--- config.mk ---
export PLATFORM = sky130hd
export DESIGN_NAME = dcfl_channel
export DESIGN_NICKNAME = d
export VERILOG_FILES = /design/src/rtl/core/dual_channel_fir_lowpass_macros.svh /design/src/rtl/core/dcfl_pkg.sv /design/src/rtl/core/dcfl_lane.sv /design/src/rtl/core/dcfl_merge.sv /design/src/rtl/core/dcfl_channel.sv
export SDC_FILE = /design/constraint.sdc
export NUM_CORES = 2
export LEC_CHECK = 0
export ABC_AREA = 1
export BUFFER_PORTS_ARGS = -buffer_cell sky130_fd_sc_hd__clkbuf_2
export CORE_MARGIN = 2
export CORE_UTILIZATION = 49
export DETAILED_ROUTE_END_ITERATION = 8
export GPL_TIMING_DRIVEN = 0
export HOLD_SLACK_MARGIN = 0.06
export PLACE_DENSITY = 0.61
export SETUP_SLACK_MARGIN = 0.02
export SLEW_MARGIN = 20
export SYNTH_ARGS = -nofsm -noshare
export SYNTH_HDL_FRONTEND = slang
export SYNTH_SLANG_ARGS = --single-unit
--- constraint.sdc ---
create_clock -name clk -period 16.2 [get_ports clk]
set_input_delay 0.81 -clock clk [delete_from_list [all_inputs] [get_ports clk]]
set_output_delay 0.81 -clock clk [all_outputs]
set_load 0.02 [all_outputs]
--- src/rtl/core/dual_channel_fir_lowpass_macros.svh ---
// Assertion macros for the filter top level.
// ASSERT_OFF set at compile time turns every check into an empty statement.
`ifndef DUAL_CHANNEL_FIR_LOWPASS_MACROS_SVH
`define DUAL_CHANNEL_FIR_LOWPASS_MACROS_SVH

`ifndef ASSERT_OFF

// Same-cycle implication, skipped while in reset
`define DCFL_ASSERT_IMPL(label, clk, rst_n, ante, cons) \
    label: assert property (@(posedge clk) disable iff (!rst_n) (ante) |-> (cons)) \
        else $error("dcfl check failed");

// Next-cycle implication, skipped while in reset
`define DCFL_ASSERT_NEXT(label, clk, rst_n, ante, cons) \
    label: assert property (@(posedge clk) disable iff (!rst_n) (ante) |=> (cons)) \
        else $error("dcfl check failed");

`else

`define DCFL_ASSERT_IMPL(label, clk, rst_n, ante, cons)
`define DCFL_ASSERT_NEXT(label, clk, rst_n, ante, cons)

`endif

`endif

--- src/rtl/core/dcfl_pkg.sv ---
package dcfl_pkg;

    // Filter geometry and word widths
    localparam int TAP_COUNT    = 51;
    localparam int SAMPLE_WIDTH = 16;
    localparam int COEF_WIDTH   = 16;
    localparam int DC_WIDTH     = 16;

    // Base coefficient table: 51 symmetric taps, Q1.15
    localparam int BASE_TAPS = 51;
    localparam int HALF_TAPS = 26;
    localparam int HALF_COEF [HALF_TAPS] = '{
        0, 5, 13, 23, 39, 61, 91, 131, 180, 240, 312, 393, 485,
        585, 691, 801, 914, 1025, 1133, 1234, 1325, 1403, 1467, 1514, 1543, 1552
    };

    // Rescale shifts from the Q1.15 table to COEF_WIDTH
    localparam int COEF_UP   = (COEF_WIDTH >= 16) ? (COEF_WIDTH - 16) : 0;
    localparam int COEF_DOWN = (COEF_WIDTH < 16) ? (16 - COEF_WIDTH) : 1;

    // MAC lanes per channel and passes over the tap line
    localparam int LANE_COUNT = (TAP_COUNT < 4) ? TAP_COUNT : 4;
    localparam int STEP_COUNT = (TAP_COUNT + LANE_COUNT - 1) / LANE_COUNT;
    localparam int STEP_W     = (STEP_COUNT > 1) ? $clog2(STEP_COUNT) : 1;

    // Arithmetic widths
    localparam int PROD_W = SAMPLE_WIDTH + COEF_WIDTH;
    localparam int ACC_W  = PROD_W + $clog2(TAP_COUNT) + 1;

    localparam logic signed [ACC_W-1:0] ROUND_BIAS = ACC_W'(64'sd1 <<< (COEF_WIDTH - 2));
    localparam logic signed [ACC_W-1:0] SAT_HI = ACC_W'((64'sd1 <<< (SAMPLE_WIDTH - 1)) - 64'sd1);
    localparam logic signed [ACC_W-1:0] SAT_LO = ACC_W'(-(64'sd1 <<< (SAMPLE_WIDTH - 1)));

    // Input and output words
    typedef struct packed {
        logic signed [SAMPLE_WIDTH-1:0] ac_red;
        logic        [DC_WIDTH-1:0]     dc_red;
        logic signed [SAMPLE_WIDTH-1:0] ac_ir;
        logic        [DC_WIDTH-1:0]     dc_ir;
    } dcfl_in_t;

    typedef struct packed {
        logic signed [SAMPLE_WIDTH-1:0] filtered_ac_red;
        logic        [DC_WIDTH-1:0]     out_dc_red;
        logic signed [SAMPLE_WIDTH-1:0] filtered_ac_ir;
        logic        [DC_WIDTH-1:0]     out_dc_ir;
    } dcfl_out_t;

    // Sequencer controls toward the channel datapaths
    typedef struct packed {
        logic              load;   // shift new sample in, reload scan line, clear sums
        logic              mac;    // multiply pass over one group of taps
        logic              acc;    // add last cycle's products
        logic [STEP_W-1:0] step;   // tap group of the current pass
    } dcfl_ctrl_t;

    // Coefficient for tap k, zero outside the base table
    function automatic logic signed [COEF_WIDTH-1:0] coef_at(input int k);
        int idx;
        int c;
        if (k < 0 || k >= BASE_TAPS)
        begin
            return '0;
        end
        idx = (k < HALF_TAPS) ? k : (BASE_TAPS - 1 - k);
        c = HALF_COEF[idx];
        if (COEF_WIDTH >= 16)
        begin
            c = c <<< COEF_UP;
        end
        else
        begin
            c = (c + (1 <<< (COEF_DOWN - 1))) >>> COEF_DOWN;
        end
        return COEF_WIDTH'(c);
    endfunction

endpackage

--- src/rtl/core/dcfl_lane.sv ---
module dcfl_lane
    import dcfl_pkg::*;
(
    input  logic                           clk,
    input  logic                           rst_n,
    input  dcfl_ctrl_t                     ctrl,
    input  logic signed [SAMPLE_WIDTH-1:0] sample,
    input  logic signed [COEF_WIDTH-1:0]   coef,
    output logic signed [ACC_W-1:0]        acc
);

    logic signed [PROD_W-1:0] prod_reg;
    logic signed [PROD_W-1:0] prod_next;
    logic signed [ACC_W-1:0]  acc_reg;
    logic signed [ACC_W-1:0]  acc_next;

    // Product of one tap, registered before the add
    assign prod_next = sample * coef;

    always_ff @(posedge clk)
    begin
        if (ctrl.mac)
        begin
            prod_reg <= prod_next;
        end
    end

    // Running partial sum of this lane's taps
    always_comb
    begin
        acc_next = acc_reg;
        if (ctrl.load)
        begin
            acc_next = '0;
        end
        else if (ctrl.acc)
        begin
            acc_next = acc_reg + ACC_W'(prod_reg);
        end
    end

    always_ff @(posedge clk or negedge rst_n)
    begin
        if (!rst_n)
        begin
            acc_reg <= '0;
        end
        else
        begin
            acc_reg <= acc_next;
        end
    end

    assign acc = acc_reg;

endmodule

--- src/rtl/core/dcfl_merge.sv ---
module dcfl_merge
    import dcfl_pkg::*;
(
    input  logic signed [ACC_W-1:0]        lane_acc [LANE_COUNT],
    output logic signed [SAMPLE_WIDTH-1:0] filtered
);

    logic signed [ACC_W-1:0] sum;
    logic signed [ACC_W-1:0] rounded;

    // Combine lane sums, round half up, back to sample scale, clamp
    always_comb
    begin
        sum = '0;
        for (int j = 0; j < LANE_COUNT; j++)
        begin
            sum = sum + lane_acc[j];
        end
        rounded = (sum + ROUND_BIAS) >>> (COEF_WIDTH - 1);
        if (rounded > SAT_HI)
        begin
            filtered = SAT_HI[SAMPLE_WIDTH-1:0];
        end
        else if (rounded < SAT_LO)
        begin
            filtered = SAT_LO[SAMPLE_WIDTH-1:0];
        end
        else
        begin
            filtered = rounded[SAMPLE_WIDTH-1:0];
        end
    end

endmodule

--- src/rtl/core/dcfl_channel.sv ---
module dcfl_channel
    import dcfl_pkg::*;
(
    input  logic                           clk,
    input  logic                           rst_n,
    input  dcfl_ctrl_t                     ctrl,
    input  logic signed [SAMPLE_WIDTH-1:0] sample,
    output logic signed [SAMPLE_WIDTH-1:0] filtered
);

    logic signed [SAMPLE_WIDTH-1:0] hist_reg   [TAP_COUNT];
    logic signed [SAMPLE_WIDTH-1:0] scan_reg   [TAP_COUNT];
    logic signed [SAMPLE_WIDTH-1:0] scan_shift [TAP_COUNT];
    logic signed [COEF_WIDTH-1:0]   lane_coef  [LANE_COUNT];
    logic signed [ACC_W-1:0]        lane_acc   [LANE_COUNT];

    // Sample history, newest at index 0
    always_ff @(posedge clk or negedge rst_n)
    begin
        if (!rst_n)
        begin
            for (int i = 0; i < TAP_COUNT; i++)
            begin
                hist_reg[i] <= '0;
            end
        end
        else if (ctrl.load)
        begin
            hist_reg[0] <= sample;
            for (int i = 1; i < TAP_COUNT; i++)
            begin
                hist_reg[i] <= hist_reg[i-1];
            end
        end
    end

    // Scan line moves one tap group toward the lanes each pass
    for (genvar i = 0; i < TAP_COUNT; i++)
    begin : g_scan
        if (i + LANE_COUNT < TAP_COUNT)
        begin : g_mid
            assign scan_shift[i] = scan_reg[i+LANE_COUNT];
        end
        else
        begin : g_end
            assign scan_shift[i] = '0;
        end
    end

    always_ff @(posedge clk)
    begin
        if (ctrl.load)
        begin
            scan_reg[0] <= sample;
            for (int i = 1; i < TAP_COUNT; i++)
            begin
                scan_reg[i] <= hist_reg[i-1];
            end
        end
        else if (ctrl.mac)
        begin
            for (int i = 0; i < TAP_COUNT; i++)
            begin
                scan_reg[i] <= scan_shift[i];
            end
        end
    end

    // MAC lanes: lane j handles taps step*LANE_COUNT + j
    for (genvar j = 0; j < LANE_COUNT; j++)
    begin : g_lane
        assign lane_coef[j] = coef_at(int'(ctrl.step) * LANE_COUNT + j);

        dcfl_lane u_lane
        (
            .clk    (clk),
            .rst_n  (rst_n),
            .ctrl   (ctrl),
            .sample (scan_reg[j]),
            .coef   (lane_coef[j]),
            .acc    (lane_acc[j])
        );
    end

    // Lane sums to one rounded sample
    dcfl_merge u_merge
    (
        .lane_acc (lane_acc),
        .filtered (filtered)
    );

endmodule

=== Word-level counts from Yosys, hierarchy flattened ===
Memory sizes are Yosys's and may differ from the RTL's.
Cells that the tools add are included.

* Bits in read-only memories: 4096
* Word-level logic and storage cells: 250
* Register bits: 1084
* Memories: 5
* Output and inout port bits: 16
* Memory bits (writable): 816

* Multiplexer cells: 90
* $mul: 4
* $add $sub $neg: 15
* Bitwise gates (word level): 55
* $lt $le $gt $ge: 18
* Reductions and logical operators: 5

{| class="wikitable"
|+ Memories
! name !! words !! bits a word !! read ports !! clocked after memory_dff !! write ports !! line !! text
|-
| (no name shown) || 32 || 32 || 1 || 0 || 0 || dcfl_pkg.sv:66 || <nowiki>c = HALF_COEF[idx];</nowiki>
|-
| (no name shown) || 32 || 32 || 1 || 0 || 0 || dcfl_pkg.sv:66 ||
|-
| (no name shown) || 32 || 32 || 1 || 0 || 0 || dcfl_pkg.sv:66 ||
|-
| (no name shown) || 32 || 32 || 1 || 0 || 0 || dcfl_pkg.sv:66 ||
|-
| scan_reg || 51 || 16 || 51 || 0 || 51 || dcfl_channel.sv:12 || <nowiki>logic signed [SAMPLE_WIDTH-1:0] scan_reg [TAP_COUNT];</nowiki>
|}

{| class="wikitable"
|+ Operator list
! cell !! count
|-
| $mux W16 || 69
|-
| $mux W39 || 8
|-
| $add A39 B32 Y39 || 4
|-
| $ge A32 B6 Y1 const B || 4
|-
| $mul A16 B16 Y32 || 4
|-
| $mux W32 || 4
|-
| $not A32 Y32 || 4
|-
| $add A39 B39 Y39 || 3
|-
| $or A1 B1 Y1 || 51
|-
| $add A39 B16 Y39 const B || 1
|-
| $gt A24 B16 Y1 const B || 1
|-
| $lt A24 B16 Y1 const B || 1
|-
| $sub A6 B7 Y8 const A || 3
|-
| $ge A7 B6 Y1 const B || 3
|-
| $lt A7 B1 Y1 const B || 3
|-
| $lt A7 B5 Y1 const B || 3
|-
| $add A6 B2 Y7 const B || 2
|-
| $mux W1 || 9
|-
| $add A6 B1 Y7 const B || 1
|-
| $sub A6 B6 Y7 const A || 1
|-
| $ge A6 B6 Y1 const B || 1
|-
| $lt A6 B1 Y1 const B || 1
|-
| $lt A6 B5 Y1 const B || 1
|-
| $logic_or A1 B1 Y1 || 4
|-
| $reduce_bool A2 Y1 || 1
|}

=== Depth between registers and ports, before layout ===
* Word-level depth: 9
* Depth in mapped cells: 38
* Mapped depth without buffers: 38

=== Hierarchy ===
From an unflattened synthesis, not the netlist that was laid out.

* Cells, all modules: 15682
* Area total of the unflattened synthesis: 133616.9 um^2

{| class="wikitable"
|+ Modules (own cells, without submodules)
! module !! area an instance (um^2) !! sequential area each (um^2) !! times used !! cells an instance
|-
| dcfl_channel || 64444.3 || 44522.7 || 1 || 6099
|-
| dcfl_lane (g_lane[0].u_lane) || 16125.5 || 1936.9 || 1 || 2223
|-
| dcfl_lane (g_lane[1].u_lane) || 16052.9 || 1936.9 || 1 || 2221
|-
| dcfl_lane (g_lane[3].u_lane) || 16026.6 || 1936.9 || 1 || 2217
|-
| dcfl_lane (g_lane[2].u_lane) || 16024.1 || 1936.9 || 1 || 2216
|-
| dcfl_merge || 4943.5 || 0.0 || 1 || 706
|}

=== Worst setup path before layout ===
Ideal clock, no wire load.

* Path kind: input to register
* Start point: input ctrl[6] (netlist bit)
* End point: memory scan_reg[0][0] (enable)
* Stages: 5
* Arrival: 11.462 ns
* Slack: 3.885 ns
* Data required time: 15.348 ns
* Path buffers: 4
* Path through: buf_2 clkbuf_1 clkbuf_1 clkbuf_1 or2_2

{| class="wikitable"
|+ RTL lines
! item !! line !! text
|-
| start: declaration || dcfl_channel.sv:6 || <nowiki>input dcfl_ctrl_t ctrl,</nowiki>
|-
| end: declaration || dcfl_channel.sv:12 ||
|}

=== Worst setup path in the final report ===
* Start point: input ctrl[0] (netlist bit)
* End point: register g_lane[3].u_lane.prod_reg[26] (data pin)

* Word-level cells in the longest chain between the ends: 9
* Elaborated cells on any way between the ends: 14

{| class="wikitable"
|+ Ends and longest elaborated chain
! item !! line !! text
|-
| $add A6 B2 Y7 (*) || dcfl_channel.sv:72 || <nowiki>assign lane_coef[j] = coef_at(int'(ctrl.step) * LANE_COUNT + j);</nowiki>
|-
| $sub A6 B7 Y8 / $lt A7 B5 Y1 (equally long branches) || dcfl_pkg.sv:65 || <nowiki>idx = (k < HALF_TAPS) ? k : (BASE_TAPS - 1 - k);</nowiki>
|-
| $mux W32 || dcfl_pkg.sv:65 ||
|-
| $not A32 Y32 (implied by the code) || dcfl_pkg.sv:66 ||
|-
| $mem_v2 Z32 W32 || -- ||
|-
| $mux W16 (implied by the code) (2 in series) || dcfl_pkg.sv:66 ||
|-
| $mux W16 (*) || dcfl_pkg.sv:65 ||
|-
| $mul A16 B16 Y32 (*) || dcfl_lane.sv:18 || <nowiki>assign prod_next = sample * coef;</nowiki>
|-
| via g_lane[3].u_lane.prod_next[26] || dcfl_lane.sv:13 || <nowiki>logic signed [PROD_W-1:0] prod_next;</nowiki>
|-
| end signal: assignment || dcfl_lane.sv:24 || <nowiki>prod_reg <= prod_next;</nowiki>
|-
| end: declaration || dcfl_lane.sv:12 || <nowiki>logic signed [PROD_W-1:0] prod_reg;</nowiki>
|}

The timed path passes the listed nets; every way through them passes the cells marked *. The select of a mux whose other input is x is not followed.
A chain may end at the register's enable or synchronous reset.

==> key figures <==
Setup path
  • Max stage delay on crit path: 650 ps
  • CP most frequent cell: inv_1
  • Arrival time worst endpoint: 9810 ps
  • Nature of the critical path endpoint: flip-flop
  • Crit Path Max Fanout: 17
  • WP data required: 16780 ps
  • Critical-path top delay cell: ha_1
  • Setup CP Type: in2reg
  • Startpoint types: input port

Timing
  • Clock skew: 76.5 ps
  • Slew margin rel.: 23.7%
  • Worst Tran Pin Value: 1140 ps
  • Setup TNS: 0 ps
  • Max Freq: 0.108 GHz
  • Final slew viol count: 0
  • WHS: 212 ps
  • Endpoints failing setup: 0
  • Setup repair after global routing missed its margin: no
  • Crit path time final: 9230 ps
  • Fin crit share: 57.0%
  • Final hold viol count: 0

Synth
  • Top cells by area, synth: edfxtp_1 (25%), dfrtp_1 (21%), fa_1 (13%), nand2_1 (9.4%), ha_1 (6.5%)
  • Synth top area share: 24.8%
  • Mux contribution to synthesized area: 0.158%
  • Synthesized area per cell: 9.17 um2
  • Largest area contributor in the netlist: edfxtp_1
  • Seq cells post-synth: 1900
  • Xor and xnor fraction of the mapped netlist area: 1.70%
  • Synth Instances: 12400
  • Largest family of logic cells by synthesized area: adder cells
  • Synth Area in Simple Gates: 15.8%
  • Yosys cell types: 62
  • Post-synth EDFFs: 944
  • Netlist Area Pre-Place: 114000 um2
  • Adder-cell share of the synthesized area: 19.5%
  • Top_reg_cell synth: dfrtp_1
  • Compound-Gate Fraction of Synth Area: 9.29%
  • Post-Syn Nets: 13800
  • Sequential cell area fraction in the yosys report: 45.8%
  • Warnings, synthesis: 0
  • Ys async rst share: 50.3%

Clocking
  • TritonCTS Buffers: 199
  • CTS Buffer Depth: 3
  • CTS Sinks: 1900
  • Htree depth: 4
  • Clock slew at reported path FFs: 70 ps
  • CTS tree: built
  • Root Buffer: clkbuf_16
  • Clock latency on the worst-skew pair: 880 ps

Floorplanning
  • I/O pin cnt: 41
  • Die Y: 487 um
  • Die width: 487 um
  • Die area: 237000 um2
  • Initial Util: 49.2%
  • Core area: 232000 um2
  • Row count: 177

Routing
  • DRC Markers: 0
  • ANT nets after route: 0
  • DRT iter0 DRCs: 7473
  • Avg Vias per Cell: 5.41
  • Average routed wire per standard cell: 22.2 um
  • First-pass iteration count of the detailed router: 9
  • Routed via count: 86300
  • Total wire length: 353000 um

Global route
  • Number of global-route vias before repair: 89500
  • Largest net degree at the start of global routing: 88
  • Initial antenna violation count: 5
  • GRT Util Overall: 30.2%
  • First-pass GRT wire length: 541000 um
  • Remaining global-route overflow: 0

Finish
  • Max reg flops: 816
  • Ratio of cells with drive above 1 in the final layout: 4.13%
  • Fill count: 21200
  • Nets: 14100
  • Post-route cell area: 126000 um2
  • Fin util: 54.3%
  • Syn-to-layout area delta: 10.5%

Placed design
  • Placed wire-length estimate: 285000 um
  • Port bufs: 39
  • GP Congestion: 0.972
  • Post-DP Area: 119000 um2

Hold path
  • Hold WC Path Type: in2reg

Outcome
  • Status: finished clean

Flow run
  • Max cap viols: 0
-- metal layers --
layer	share of wire, %	GRT usage (%)	vias up
li1	-	-	40100
met1	43	41.1	43100
met2	47	49.8	2614
met3	5.8	4.21	518
met4	3.8	10.4	4
met5	0.0057	0	-
-- worst max-delay path, delay by kind of cell --
family | cells | cell delay, ps
xor+xnor | 1 | 150
fa+ha+maj | 9 | 4350
compound gates | 5 | 1070
buf+inv | 11 | 2340
simple gates | 5 | 1020
-- cell type report --
cell class                      count  area (um2)  share of cell area [%]
Clock buffer                      264        5530                    4.38
Sequential cell                  1900       52300                    41.5
Clock inverter                    115        1550                    1.23
Tap cell                         3043        3810                    3.02
Timing Repair Buffer               73        1080                   0.859
Inverter                         1941        7290                    5.78
Antenna cell                        1        2.50                 0.00198
Multi-Input combinational cell   8206       53000                    42.1
Buffer                            396        1540                    1.22
-- per-stage QoR --
step,cells,setup WS [ps]
floorplan,12400,3890
global placement,15500,-11190
detailed placement,15600,6130
CTS,15900,7030
global route,15900,6570
finish,15900,6970
-- Yosys cell counts, drive strengths merged, types with 20 or more instances --
library cell,instances
or2,24
dfrtp,956
clkinv,21
buf,68
edfxtp,944
nor4,37
nand4,20
nor2,1432
a21oi,891
nand2,2874
clkbuf,328
ha,596
o21bai,59
a21o,29
xnor2,81
nor3,36
xor2,139
fa,739
o21ai,875
nand3,207
a31oi,59
inv,1920
-- repair_timing --
| item | CTS | global route |
|---|---|---|
| buffers inserted | 0 | 0 |
| resized for setup | 0 | 0 |
| hold endpoints to repair | 47 | 0 |
| hold buffers | 1 | 0 |
-- cells in the final DEF (no fill, tap or decap), drive strengths merged, types with 5 or more instances in the layout --
| master | netlist | layout |
|---|---|---|
| nand2 | 2874 | 2874 |
| nor4 | 37 | 37 |
| inv | 1920 | 1926 |
| o21bai | 59 | 59 |
| buf | 68 | 101 |
| o21a | 12 | 12 |
| ha | 596 | 596 |
| o211ai | 14 | 14 |
| or2 | 24 | 24 |
| nand3 | 207 | 207 |
| a21o | 29 | 29 |
| clkinvlp | 0 | 15 |
| mux2 | 16 | 16 |
| clkbuf | 328 | 631 |
| dfrtp | 956 | 956 |
| nand4 | 20 | 20 |
| bufinv | 0 | 25 |
| clkinv | 21 | 90 |
| a21oi | 891 | 891 |
| nand3b | 5 | 5 |
| o221ai | 8 | 8 |
| nor3 | 36 | 36 |
| xor2 | 139 | 139 |
| nor2 | 1432 | 1432 |
| edfxtp | 944 | 944 |
| a22o | 5 | 5 |
| o21ai | 875 | 875 |
| xnor2 | 81 | 81 |
| fa | 739 | 739 |
| a31oi | 59 | 59 |
| a21boi | 17 | 17 |
-- kinds of logic after synthesis --
logic type / count (synthesis)
simple gates: 4640
buf+inv: 2337
compound gates: 1995
flops: 1900
fa+ha+maj: 1335
xor+xnor: 220
mux: 16
-- final timing paths --
check	from	end	slack [ps]	cells after the start
worst max-delay path	ctrl[0]	g_lane[3].u_lane.prod_reg[26]	6970	31
worst min-delay path	sample[12]	hist_reg[812]	210	3
worst max register to register	scan_reg[0][31]	g_lane[1].u_lane.prod_reg[30]	9190	22
worst min register to register	hist_reg[703]	hist_reg[687]	440	2
max in group asynchronous	rst_n	hist_reg[132]	13440	6
min in group asynchronous	rst_n	hist_reg[760]	520	2
Power is left out: the tool's default activity adds up to more than one toggle a clock period on the data nets, which glitch-free logic cannot reach.
